<file path="src/rtl/twe_pkg.sv">
// Shared types and constants for the trace window edge generator.
package twe_pkg;

  // Register reset values
  localparam logic [4:0] DEPTH_RESET = 5'd8;
  localparam logic [5:0] SHIFT_RESET = 6'd20;

  // Register indexes on the configuration port
  localparam int unsigned CFG_IDX_W = 1;
  localparam logic [CFG_IDX_W-1:0] REG_HISTORY_DEPTH = 1'b0;
  localparam logic [CFG_IDX_W-1:0] REG_ALIGN_SHIFT   = 1'b1;

  // Field widths
  localparam int unsigned VALUE_W = 64;
  localparam int unsigned DEPTH_W = 5;
  localparam int unsigned SHIFT_W = 6;
  localparam int unsigned CFG_W   = 6;

  // Sequencer states
  typedef enum logic [2:0] {
    ST_IDLE = 3'b001,
    ST_READ = 3'b010,
    ST_PUSH = 3'b100
  } state_e;

endpackage

</file>
<file path="src/rtl/twe_ram.sv">
// Generic single-write, single-read RAM with a registered read port.
module twe_ram #(
  parameter int unsigned Width = 64,
  parameter int unsigned Depth = 16
) (
  input  logic                                    clk_i,
  input  logic                                    we_i,
  input  logic [((Depth > 1) ? $clog2(Depth) : 1)-1:0] waddr_i,
  input  logic [Width-1:0]                        wdata_i,
  input  logic                                    re_i,
  input  logic [((Depth > 1) ? $clog2(Depth) : 1)-1:0] raddr_i,
  output logic [Width-1:0]                        rdata_o
);

  logic [Width-1:0] mem_q [Depth];
  logic [Width-1:0] rdata_q;

  // Write port
  always_ff @(posedge clk_i) begin
    if (we_i) begin
      mem_q[waddr_i] <= wdata_i;
    end
  end

  // Read port; the data register holds while no read is issued.
  always_ff @(posedge clk_i) begin
    if (re_i) begin
      rdata_q <= mem_q[raddr_i];
    end
  end

  assign rdata_o = rdata_q;

endmodule

</file>
<file path="src/rtl/trace_window_edge_generator.sv">
// Top level of the trace window edge generator.
//
// Each input beat carries a 64-bit trace value, which is shifted right by
// align_shift to form a vertex. For every vertex held in the history (most
// recent first) one output beat leaves with the pair (history vertex, new
// vertex), tlast marking the final one; the new vertex is then pushed to
// the front of the history, which is trimmed to history_depth entries
// (capped at MAX_HISTORY). An input that meets an empty history gives no
// output beat. The history lives in a ring buffer in one RAM with a single
// registered read port, read one entry per cycle unless the output side
// stalls. The input side stays closed while an item is taken, its stored
// vertices are read and the new vertex is written back; edges leave at one
// per cycle while the output side is ready. The history needs no clearing
// pass after reset, since only entries already written are ever read.
module trace_window_edge_generator #(
  parameter int unsigned MAX_HISTORY = 16
) (
  input  logic                             clk_i,
  input  logic                             rst_ni,
  // Configuration write port
  input  logic                             cfg_we_i,
  input  logic [twe_pkg::CFG_IDX_W-1:0]    cfg_idx_i,
  input  logic [twe_pkg::CFG_W-1:0]        cfg_data_i,
  // Input stream
  input  logic                             s_axis_tvalid,
  output logic                             s_axis_tready,
  input  logic [63:0]                      s_axis_tdata,  // [63:0] trace_value
  // Output stream
  output logic                             m_axis_tvalid,
  input  logic                             m_axis_tready,
  output logic [127:0]                     m_axis_tdata,  // [63:0] source_vertex,
                                                          // [127:64] target_vertex
  output logic                             m_axis_tlast   // last_edge
);

  localparam int unsigned IdxW = (MAX_HISTORY > 1) ? $clog2(MAX_HISTORY) : 1;
  localparam int unsigned CntW = $clog2(MAX_HISTORY + 1);
  localparam int unsigned CmpW = (CntW + 1 > 5) ? CntW + 1 : 5;
  localparam logic [IdxW-1:0] LastIdx = IdxW'(MAX_HISTORY - 1);
  localparam logic [CmpW-1:0] MaxCnt  = CmpW'(MAX_HISTORY);

  localparam int unsigned VW = twe_pkg::VALUE_W;

  twe_pkg::state_e state_q, state_d;

  logic [twe_pkg::DEPTH_W-1:0] depth_q, depth_d;
  logic [twe_pkg::SHIFT_W-1:0] shift_q, shift_d;
  logic [IdxW-1:0]             head_q, head_d;
  logic [IdxW-1:0]             rp_q, rp_d;
  logic [CntW-1:0]             rcnt_q, rcnt_d;
  logic [CntW-1:0]             count_q, count_d;
  logic [VW-1:0]               vtx_q, vtx_d;

  // Read-data stage (RAM output) and output register
  logic          rv_q, rv_d;
  logic          rl_q, rl_d;
  logic [VW-1:0] rt_q, rt_d;
  logic          ov_q, ov_d;
  logic          ol_q, ol_d;
  logic [VW-1:0] os_q, os_d;
  logic [VW-1:0] ot_q, ot_d;

  logic            in_acc;
  logic            move;
  logic            issue;
  logic            last_rd;
  logic [IdxW-1:0] head_dec;
  logic [IdxW-1:0] rp_inc;
  logic [CmpW-1:0] eff_depth;
  logic [CmpW-1:0] cnt_inc;
  logic [CmpW-1:0] new_cnt;
  logic [VW-1:0]   rdata;
  logic            push;

  // Handshake and pipeline movement
  assign in_acc  = s_axis_tvalid && s_axis_tready;
  assign move    = rv_q && (!ov_q || m_axis_tready);
  assign issue   = (state_q == twe_pkg::ST_READ) && (!rv_q || move);
  assign last_rd = (CntW'(rcnt_q + 1'b1) == count_q);
  assign push    = (state_q == twe_pkg::ST_PUSH);

  // Ring pointer arithmetic with wrap at the history size
  assign head_dec = (head_q == '0) ? LastIdx : IdxW'(head_q - 1'b1);
  assign rp_inc   = (rp_q == LastIdx) ? '0 : IdxW'(rp_q + 1'b1);

  // New fill level: one more than now, capped by the effective depth
  assign eff_depth = (CmpW'(depth_q) > MaxCnt) ? MaxCnt : CmpW'(depth_q);
  assign cnt_inc   = CmpW'(count_q) + CmpW'(1);
  assign new_cnt   = (cnt_inc > eff_depth) ? eff_depth : cnt_inc;

  twe_ram #(
    .Width (VW),
    .Depth (MAX_HISTORY)
  ) u_hist (
    .clk_i   (clk_i),
    .we_i    (push),
    .waddr_i (head_dec),
    .wdata_i (vtx_q),
    .re_i    (issue),
    .raddr_i (rp_q),
    .rdata_o (rdata)
  );

  // Configuration registers
  always_comb begin
    depth_d = depth_q;
    shift_d = shift_q;
    if (cfg_we_i) begin
      unique case (cfg_idx_i)
        twe_pkg::REG_HISTORY_DEPTH: depth_d = cfg_data_i[twe_pkg::DEPTH_W-1:0];
        twe_pkg::REG_ALIGN_SHIFT:   shift_d = cfg_data_i;
        default: ;
      endcase
    end
  end

  // Sequencer: take a beat, read the history, write the new vertex back
  always_comb begin
    state_d = state_q;
    head_d  = head_q;
    rp_d    = rp_q;
    rcnt_d  = rcnt_q;
    count_d = count_q;
    vtx_d   = vtx_q;
    unique case (state_q)
      twe_pkg::ST_IDLE: begin
        if (in_acc) begin
          vtx_d   = s_axis_tdata >> shift_q;
          rp_d    = head_q;
          rcnt_d  = '0;
          state_d = (count_q != '0) ? twe_pkg::ST_READ : twe_pkg::ST_PUSH;
        end
      end
      twe_pkg::ST_READ: begin
        if (issue) begin
          rp_d   = rp_inc;
          rcnt_d = CntW'(rcnt_q + 1'b1);
          if (last_rd) begin
            state_d = twe_pkg::ST_PUSH;
          end
        end
      end
      twe_pkg::ST_PUSH: begin
        head_d  = head_dec;
        count_d = CntW'(new_cnt);
        state_d = twe_pkg::ST_IDLE;
      end
      default: state_d = twe_pkg::ST_IDLE;
    endcase
  end

  // Read-data stage tags and output register
  always_comb begin
    rv_d = rv_q;
    rl_d = rl_q;
    rt_d = rt_q;
    if (issue) begin
      rv_d = 1'b1;
      rl_d = last_rd;
      rt_d = vtx_q;
    end else if (move) begin
      rv_d = 1'b0;
    end

    ov_d = ov_q;
    ol_d = ol_q;
    os_d = os_q;
    ot_d = ot_q;
    if (move) begin
      ov_d = 1'b1;
      ol_d = rl_q;
      os_d = rdata;
      ot_d = rt_q;
    end else if (m_axis_tready) begin
      ov_d = 1'b0;
    end
  end

  // Control registers
  always_ff @(posedge clk_i or negedge rst_ni) begin
    if (!rst_ni) begin
      state_q <= twe_pkg::ST_IDLE;
      depth_q <= twe_pkg::DEPTH_RESET;
      shift_q <= twe_pkg::SHIFT_RESET;
      head_q  <= '0;
      rp_q    <= '0;
      rcnt_q  <= '0;
      count_q <= '0;
      rv_q    <= 1'b0;
      ov_q    <= 1'b0;
    end else begin
      state_q <= state_d;
      depth_q <= depth_d;
      shift_q <= shift_d;
      head_q  <= head_d;
      rp_q    <= rp_d;
      rcnt_q  <= rcnt_d;
      count_q <= count_d;
      rv_q    <= rv_d;
      ov_q    <= ov_d;
    end
  end

  // Payload registers
  always_ff @(posedge clk_i) begin
    vtx_q <= vtx_d;
    rl_q  <= rl_d;
    rt_q  <= rt_d;
    ol_q  <= ol_d;
    os_q  <= os_d;
    ot_q  <= ot_d;
  end

  assign s_axis_tready = (state_q == twe_pkg::ST_IDLE);
  assign m_axis_tvalid = ov_q;
  assign m_axis_tdata  = {ot_q, os_q};
  assign m_axis_tlast  = ol_q;

endmodule

</file>
<file path="config.mk">
export PLATFORM = sky130hd
export DESIGN_NAME = trace_window_edge_generator
export DESIGN_NICKNAME = d
export VERILOG_FILES = /design/src/rtl/twe_pkg.sv /design/src/rtl/twe_ram.sv /design/src/rtl/trace_window_edge_generator.sv
export SDC_FILE = /design/constraint.sdc
export NUM_CORES = 1
export LEC_CHECK = 0
export CELL_PAD_IN_SITES_DETAIL_PLACEMENT = 0
export CELL_PAD_IN_SITES_GLOBAL_PLACEMENT = 1
export CORE_MARGIN = 2
export CORE_UTILIZATION = 56
export CTS_CLUSTER_SIZE = 8
export DETAILED_ROUTE_END_ITERATION = 8
export DONT_BUFFER_PORTS = 1
export PLACE_DENSITY_LB_ADDON = 0.12
export SLEW_MARGIN = 30
export SYNTH_ARGS = -nofsm -noshare
export SYNTH_HDL_FRONTEND = slang
export SYNTH_SLANG_ARGS = --single-unit
export TNS_END_PERCENT = 20
</file>
<file path="constraint.sdc">
create_clock -name clk_i -period 5.6 [get_ports clk_i]
set_input_delay 0.28 -clock clk_i [delete_from_list [all_inputs] [get_ports clk_i]]
set_output_delay 0.28 -clock clk_i [all_outputs]
set_load 0.05 [all_outputs]
</file>
==> run_results.csv, run 1 <==
group,metric,value,unit
die,coreArea,0.0969,sq mm
layout,fin_area,0.0620,sq mm
place,dpl.hpwl,76.6,mm
grt,grt_max_degree,130,
place,place_area,0.0566,sq mm
logic_synthesis,yosys.area_share.simple,2.59,%
sta,setup_tns,0,ns
logic_synthesis,yosys_warnings,0,
logic_synthesis,synth_async_sr_flop_share,2.46,%
layout,final_cell_mix,"1346 x edfxtp_1, 371 x mux4_2, 193 x clkbuf_16, 121 x nand2_1, 97 x nor2_1",
critical_path,end_kind,"register",
power,p_leak,19.8,nW
critical_path,path_class,"reg2reg",
drt,drt_pass1_iterations,5,
drt,wl_met1,55.5,mm
clock_network,cts.htree.levels,4,
clock_network,clkSinkCount,1380,
die,start_util,56.6,%
drt,dr_wl_met3,10.9,mm
grt,grt_use_total,27.4,%
critical_path,start_kind,"register",
sta,slew_violations,0,
sta,skew,0.0454,ns
grt,antenna_found_initial,1,
drt,viasPerCell,6.60,
logic_synthesis,synth.avg_cell_area,21.1,sq um
job,maxCapViolCount,0,
sta,hold_viol,0,
clock_network,ctsResizeCount,0,
critical_path,ff2ff_setup_slack,1.89,ns
sta,setup_viol,0,
critical_path,crit_fanout,58,
sta,fmax,0.270,GHz
logic_synthesis,synth_mux_area_share,17.7,%
layout,layout.nets,2812,
sta,tightest_slew,0.993,ns
critical_path,arrival,4.24,ns
outcome,status,"complete, no violations",
place,place.gp.congestion,0.930,
logic_synthesis,ys_seq_elements,1380,
logic_synthesis,syn_area,0.0548,sq mm
clock_network,root_buffer,"clkbuf_16",
logic_synthesis,ys_seq_area_share,75.3,%
grt,grt_pass1_wl,194,mm
place,dpl_worst_slack,1.98,ns
die,num_rows,114,
layout,syn_to_final_growth,13.1,%
clock_network,clkSlewWorstSetupHoldPaths,0.05,ns
sta,rsz0062_at_grt,"false",
drt,dr_wl_met2,64.6,mm
layout,antenna_cells,0,
sta,min_period,3.71,ns
worst_hold_path,worstHoldPathType,"in2async",
layout,nFillCells,6325,
power,powerDensity,490,mW/mm^2
die,ios,207,
logic_synthesis,synth_top_family_by_area,"multiplexers",
logic_synthesis,synthesis.nets,2690,
drt,wl_per_cell,33.2,um
logic_synthesis,synth_xor_area_share,0.192,%
power,ir_drop,0.000326,V
logic_synthesis,synth.distinct_cells,67,
drt,first_iter_violations,2927,
sta,post-route-period-util,66.2,%
drt,vias,26600,
critical_path,reg2reg_depth,7,
critical_path,regToRegEndpoint,"vtx_q[8]",
clock_network,cts_inserted_buffers,190,
logic_synthesis,syn_inst,2600,
logic_synthesis,yosys.area_share.adder,0.319,%
die,die_w,317,um
clock_network,cts_tree,"built",
grt,grt_pass1_vias,27700,
logic_synthesis,synth_compound_area_share,2.68,%
logic_synthesis,synth-edff-count,1346,
drt,wl,134,mm
die,fp.dieH,317,um
critical_path,r2r-start,"shift_q[1]",
sta,timing.slew.headroom,33.8,%
sta,postLayoutSetupSlackWorst,1.89,ns
logic_synthesis,synth_flop_cell,"edfxtp_1",
drt,ant_nets,0,
layout,drive_gt1_share,26.3,%
drt,top_layer_used,"met4",
place,io_buffers,0,
power,power,0.0304,W
critical_path,critPathRequiredTime,6.13,ns
layout,final_common_cell,"edfxtp_1",
die,dieArea,0.100,sq mm
drt,drc_errors,0,
clock_network,clk_latency,0.78,ns
grt,overflow,0,
clock_network,clock_path_buffers,3,
[cells in the mapped netlist, types with 4 or more instances]
| cell type | count | area share, % |
|---|---|---|
| a211o_1 | 6 | 0.096 |
| a211oi_1 | 9 | 0.12 |
| a21oi_1 | 45 | 0.41 |
| a221o_1 | 4 | 0.073 |
| a221oi_1 | 5 | 0.080 |
| a22oi_1 | 9 | 0.12 |
| a31oi_1 | 9 | 0.10 |
| and2_1 | 16 | 0.18 |
| and3_1 | 21 | 0.24 |
| buf_1 | 26 | 0.18 |
| buf_2 | 40 | 0.37 |
| buf_4 | 8 | 0.11 |
| clkbuf_1 | 69 | 0.47 |
| dfrtp_1 | 30 | 1.4 |
| dfstp_2 | 4 | 0.19 |
| edfxtp_1 | 1346 | 74 |
| ha_1 | 14 | 0.32 |
| inv_1 | 17 | 0.12 |
| mux2_2 | 52 | 1.1 |
| mux2i_1 | 73 | 1.3 |
| mux4_2 | 371 | 15 |
| nand2_1 | 121 | 0.83 |
| nand2b_1 | 12 | 0.14 |
| nand3_1 | 13 | 0.12 |
| nor2_1 | 97 | 0.66 |
| nor2b_1 | 8 | 0.091 |
| nor3_1 | 9 | 0.082 |
| o211ai_1 | 9 | 0.12 |
| o21a_1 | 6 | 0.082 |
| o21ai_0 | 47 | 0.43 |
| o221ai_1 | 11 | 0.18 |
| o22a_1 | 6 | 0.096 |
| o22ai_1 | 20 | 0.23 |
| o2bb2ai_1 | 4 | 0.064 |
| or2_2 | 6 | 0.068 |
| xnor2_1 | 6 | 0.096 |
| xor2_1 | 6 | 0.096 |
[repair_timing]
action,in CTS,in global routing
hold buffers,21,1
setup buffers,0,0
endpoints found under the setup margin,0,0
endpoints found under the hold margin,49,1
[power breakdown]
part	leakage (nW)	switching [W]	internal (W)
Sequential	12.6	0.00171	0.0129
Combinational	4.69	0.00285	0.00278
Clock	2.52	0.00403	0.00612
[how the worst max path moves through the flow]
stage	endpoint	cells after the start	from	slack, ns
floorplan	rp_q[2]	7	m_axis_tvalid	1.19
global placement	vtx_q[19]	6	shift_q[1]	1.74
detailed placement	vtx_q[8]	7	shift_q[1]	1.98
CTS	vtx_q[8]	7	shift_q[1]	1.92
global route	vtx_q[8]	7	shift_q[1]	1.63
finish	vtx_q[8]	7	shift_q[1]	1.89
[through the flow]
step	hold WS [ns]	cells	utilization, %
after global routing	0.0370	4037	64.0
after CTS	0.0217	4035	64.0
after global placement	-0.0143	3781	58.4
final	0.0537	4037	64.0
after floorplan	-0.0156	2600	-
after detailed placement	-0.0144	3783	58.4
[final cells by class]
cell class / instances / area (sq um) / share of cell area, %
inverters: 19 / 76.3 / 0.123
flip-flops and latches: 1380 / 41300 / 66.6
clock inverters: 12 / 254 / 0.410
repair buffers: 75 / 901 / 1.45
multi-input cells: 1056 / 13000 / 20.9
clock buffers: 219 / 4940 / 7.96
well taps: 1276 / 1600 / 2.57
[state kept, by name, indices dropped and copies added, names as in the netlist, 3 cells and up]
register,flops
vtx_q,64
rp_q,4
u_hist.mem_q,1024
rcnt_q,5
count_q,5
ot_q,64
u_hist.rdata_o,64
shift_q,6
rt_q,64
depth_q,5
head_q,4
os_q,64
state_q,3
[critical path, stage by stage (launching register included)]
cell and delay, ns:
dfrtp_4 0.96, buf_4 0.66, inv_1 0.50, mux2i_1 0.37, mux2i_1 0.23, a211oi_1 0.28
a21oi_1 0.08, a222oi_1 0.32
[per-layer routing]
| layer | global-route usage, % | up-vias |
|---|---|---|
| li1 | - | 11100 |
| met1 | 39.9 | 14200 |
| met2 | 42.6 | 1187 |
| met3 | 5.76 | 182 |
| met4 | 7.73 | 0 |
| met5 | 0 | - |
[logic make-up (layout without fill, tap and decap cells)]
group | after synthesis | after routing
AO/OA/AOI/OAI | 217 | 217
XOR/XNOR | 12 | 12
adder cells (fa/ha/maj) | 14 | 14
buffers and inverters | 164 | 325
flip-flops | 1380 | 1380
multiplexers | 497 | 497
AND/OR/NAND/NOR | 316 | 316
Power figures use the tool's default switching activity.
==> run 2, diff against run 1 <==
==> constraint.sdc (replaced) <==
create_clock -name clk_i -period 3.6 [get_ports clk_i]
set_input_delay 0.18 -clock clk_i [delete_from_list [all_inputs] [get_ports clk_i]]
set_output_delay 0.18 -clock clk_i [all_outputs]
set_load 0.05 [all_outputs]
==> run_results.csv, run 2 (synthesized netlist as in run 1, its figures left out) <==
group,metric,value,unit
outcome,status,"complete, no violations",
sta,postLayoutSetupSlackWorst,0.406,ns
layout,syn_to_final_growth,14.4,%
clock_network,ctsHoldBuffers,26,
critical_path,cpMaxStageDelayCell,"dfrtp_4",
power,p_leak,20.1,nW
critical_path,start_kind,"register",
sta,skew,0.0285,ns
place,dpl_worst_slack,0.445,ns
layout,nFillCells,6266,
power,switching_share,28.3,%
drt,ant_nets,0,
critical_path,cp_top_family,"compound AO/OA/AOI/OAI gates",
drt,wl,133,mm
clock_network,clkSlewWorstSetupHoldPaths,0.05,ns
sta,slew_violations,0,
sta,rsz0062_at_grt,"false",
layout,drive_gt1_share,27.5,%
power,power_switching,0.0135,W
worst_hold_path,worstHoldPathType,"in2reg",
die,dieArea,0.100,sq mm
critical_path,crit_buf_inv,1,
grt,antenna_found_initial,2,
sta,post-route-period-util,88.7,%
clock_network,root_buffer,"clkbuf_16",
clock_network,postCtsSetupBuffers,0,
clock_network,cts_tree,"built",
place,place.gp.congestion,0.930,
sta,fmax,0.313,GHz
place,io_buffers,0,
layout,final_common_cell,"edfxtp_1",
power,power.share.clock,33.2,%
clock_network,clkSinkCount,1380,
die,num_rows,114,
clock_network,clock_path_buffers,3,
place,dpl.hpwl,79.7,mm
critical_path,critPathRequiredTime,4.09,ns
layout,antenna_cells,0,
drt,vias,26900,
critical_path,max_stage_delay,0.72,ns
drt,drt_pass1_iterations,8,
clock_network,ctsResizeCount,0,
sta,setup_tns,0,ns
drt,first_iter_violations,3068,
grt,grt_max_degree,83,
power,p_int,0.0343,W
die,fp.dieH,317,um
critical_path,arrival,3.68,ns
critical_path,path_class,"reg2reg",
die,coreArea,0.0969,sq mm
critical_path,crit_chain,"buf_4, mux2i_1, a2111oi_0, a31oi_1, mux2_2, o22ai_1",
layout,final_cell_mix,"1346 x edfxtp_1, 371 x mux4_2, 194 x clkbuf_16, 121 x nand2_1, 97 x nor2_1",
clock_network,clk_latency,0.77,ns
layout,layout.nets,2859,
grt,grt_pass1_vias,27900,
sta,timing.slew.headroom,39.2,%
die,die_w,317,um
job,maxCapViolCount,0,
drt,drc_errors,0,
drt,viasPerCell,6.59,
power,power_frac_seq,47.2,%
layout,largest_register_ffs,1024,
die,start_util,56.6,%
grt,grt_use_total,27.2,%
critical_path,end_kind,"register",
drt,wl_per_cell,32.6,um
power,powerDensity,762,mW/mm^2
critical_path,ff2ff_setup_slack,0.41,ns
layout,max_flop_register,"u_hist.mem_q",
sta,hold_viol,0,
power,power_frac_comb,19.6,%
critical_path,crit_fanout,32,
grt,overflow,0,
clock_network,cts_inserted_buffers,191,
die,ios,207,
power,ir_drop,0.000540,V
clock_network,cts.htree.levels,4,
sta,min_period,3.19,ns
sta,setup_viol,0,
grt,grt_pass1_wl,193,mm
sta,tightest_slew,0.913,ns
[run 2: changes by cell type in the layout (fill, tap and decap cells not counted), sizes merged]
| cell | delta |
|---|---|
| buf | +42 |
| bufinv | +2 |
| clkbuf | -7 |
| clkinvlp | +1 |
| dlygate4sd3 | +4 |
[run 2: area by class of cell]
type | count | area [sq um] | share of cell area [%]
Sequential cell | 1380 | 41300 | 65.8
Multi-Input combinational cell | 1056 | 12900 | 20.6
Clock buffer | 212 | 4920 | 7.84
Timing Repair Buffer | 121 | 1600 | 2.56
Tap cell | 1276 | 1600 | 2.54
Clock inverter | 15 | 310 | 0.494
Inverter | 19 | 75.1 | 0.120
[run 2: path summary, 6_finish.rpt]
check,startpoint,end,cells past startpoint
setup / recovery,shift_q[1],vtx_q[23],6
hold / removal,s_axis_tvalid,state_q[0],2
setup reg to reg,shift_q[1],vtx_q[23],6
hold reg to reg,rt_q[53],ot_q[53],0
max in group asynchronous,rst_ni,shift_q[1],4
min in group asynchronous,rst_ni,shift_q[2],3
[run 2: routing by layer]
metal	vias up	share of wire (%)	track usage (%)
li1	11200	-	-
met1	14300	41	39.0
met2	1196	48	42.2
met3	206	7.6	6.05
met4	0	2.9	8.93
met5	-	0	0
[run 2: stage by stage]
step | instances | util (%) | hold WS (ns) | total power [W] | area (sq um)
6_report | 4079 | 64.8 | 0.0503 | 0.0478 | 62800
2_1_floorplan | 2600 | - | -0.116 | 0.0288 | 54900
4_1_cts | 4079 | 64.8 | 0.0138 | 0.0482 | 62800
3_5_place_dp | 3826 | 59.1 | -0.115 | 0.0322 | 57200
3_3_place_gp | 3825 | 59.1 | -0.115 | 0.0321 | 57200
5_1_grt | 4079 | 64.8 | 0.0425 | 0.0496 | 62800
[run 2: power by group through the flow]
stage          clock (W)  combinational [W]  sequential, W
2_1_floorplan          0            0.00699         0.0218
3_3_place_gp           0            0.00935         0.0227
3_5_place_dp           0            0.00940         0.0228
4_1_cts           0.0162            0.00948         0.0226
5_1_grt           0.0169            0.00999         0.0227
6_report          0.0159            0.00935         0.0226
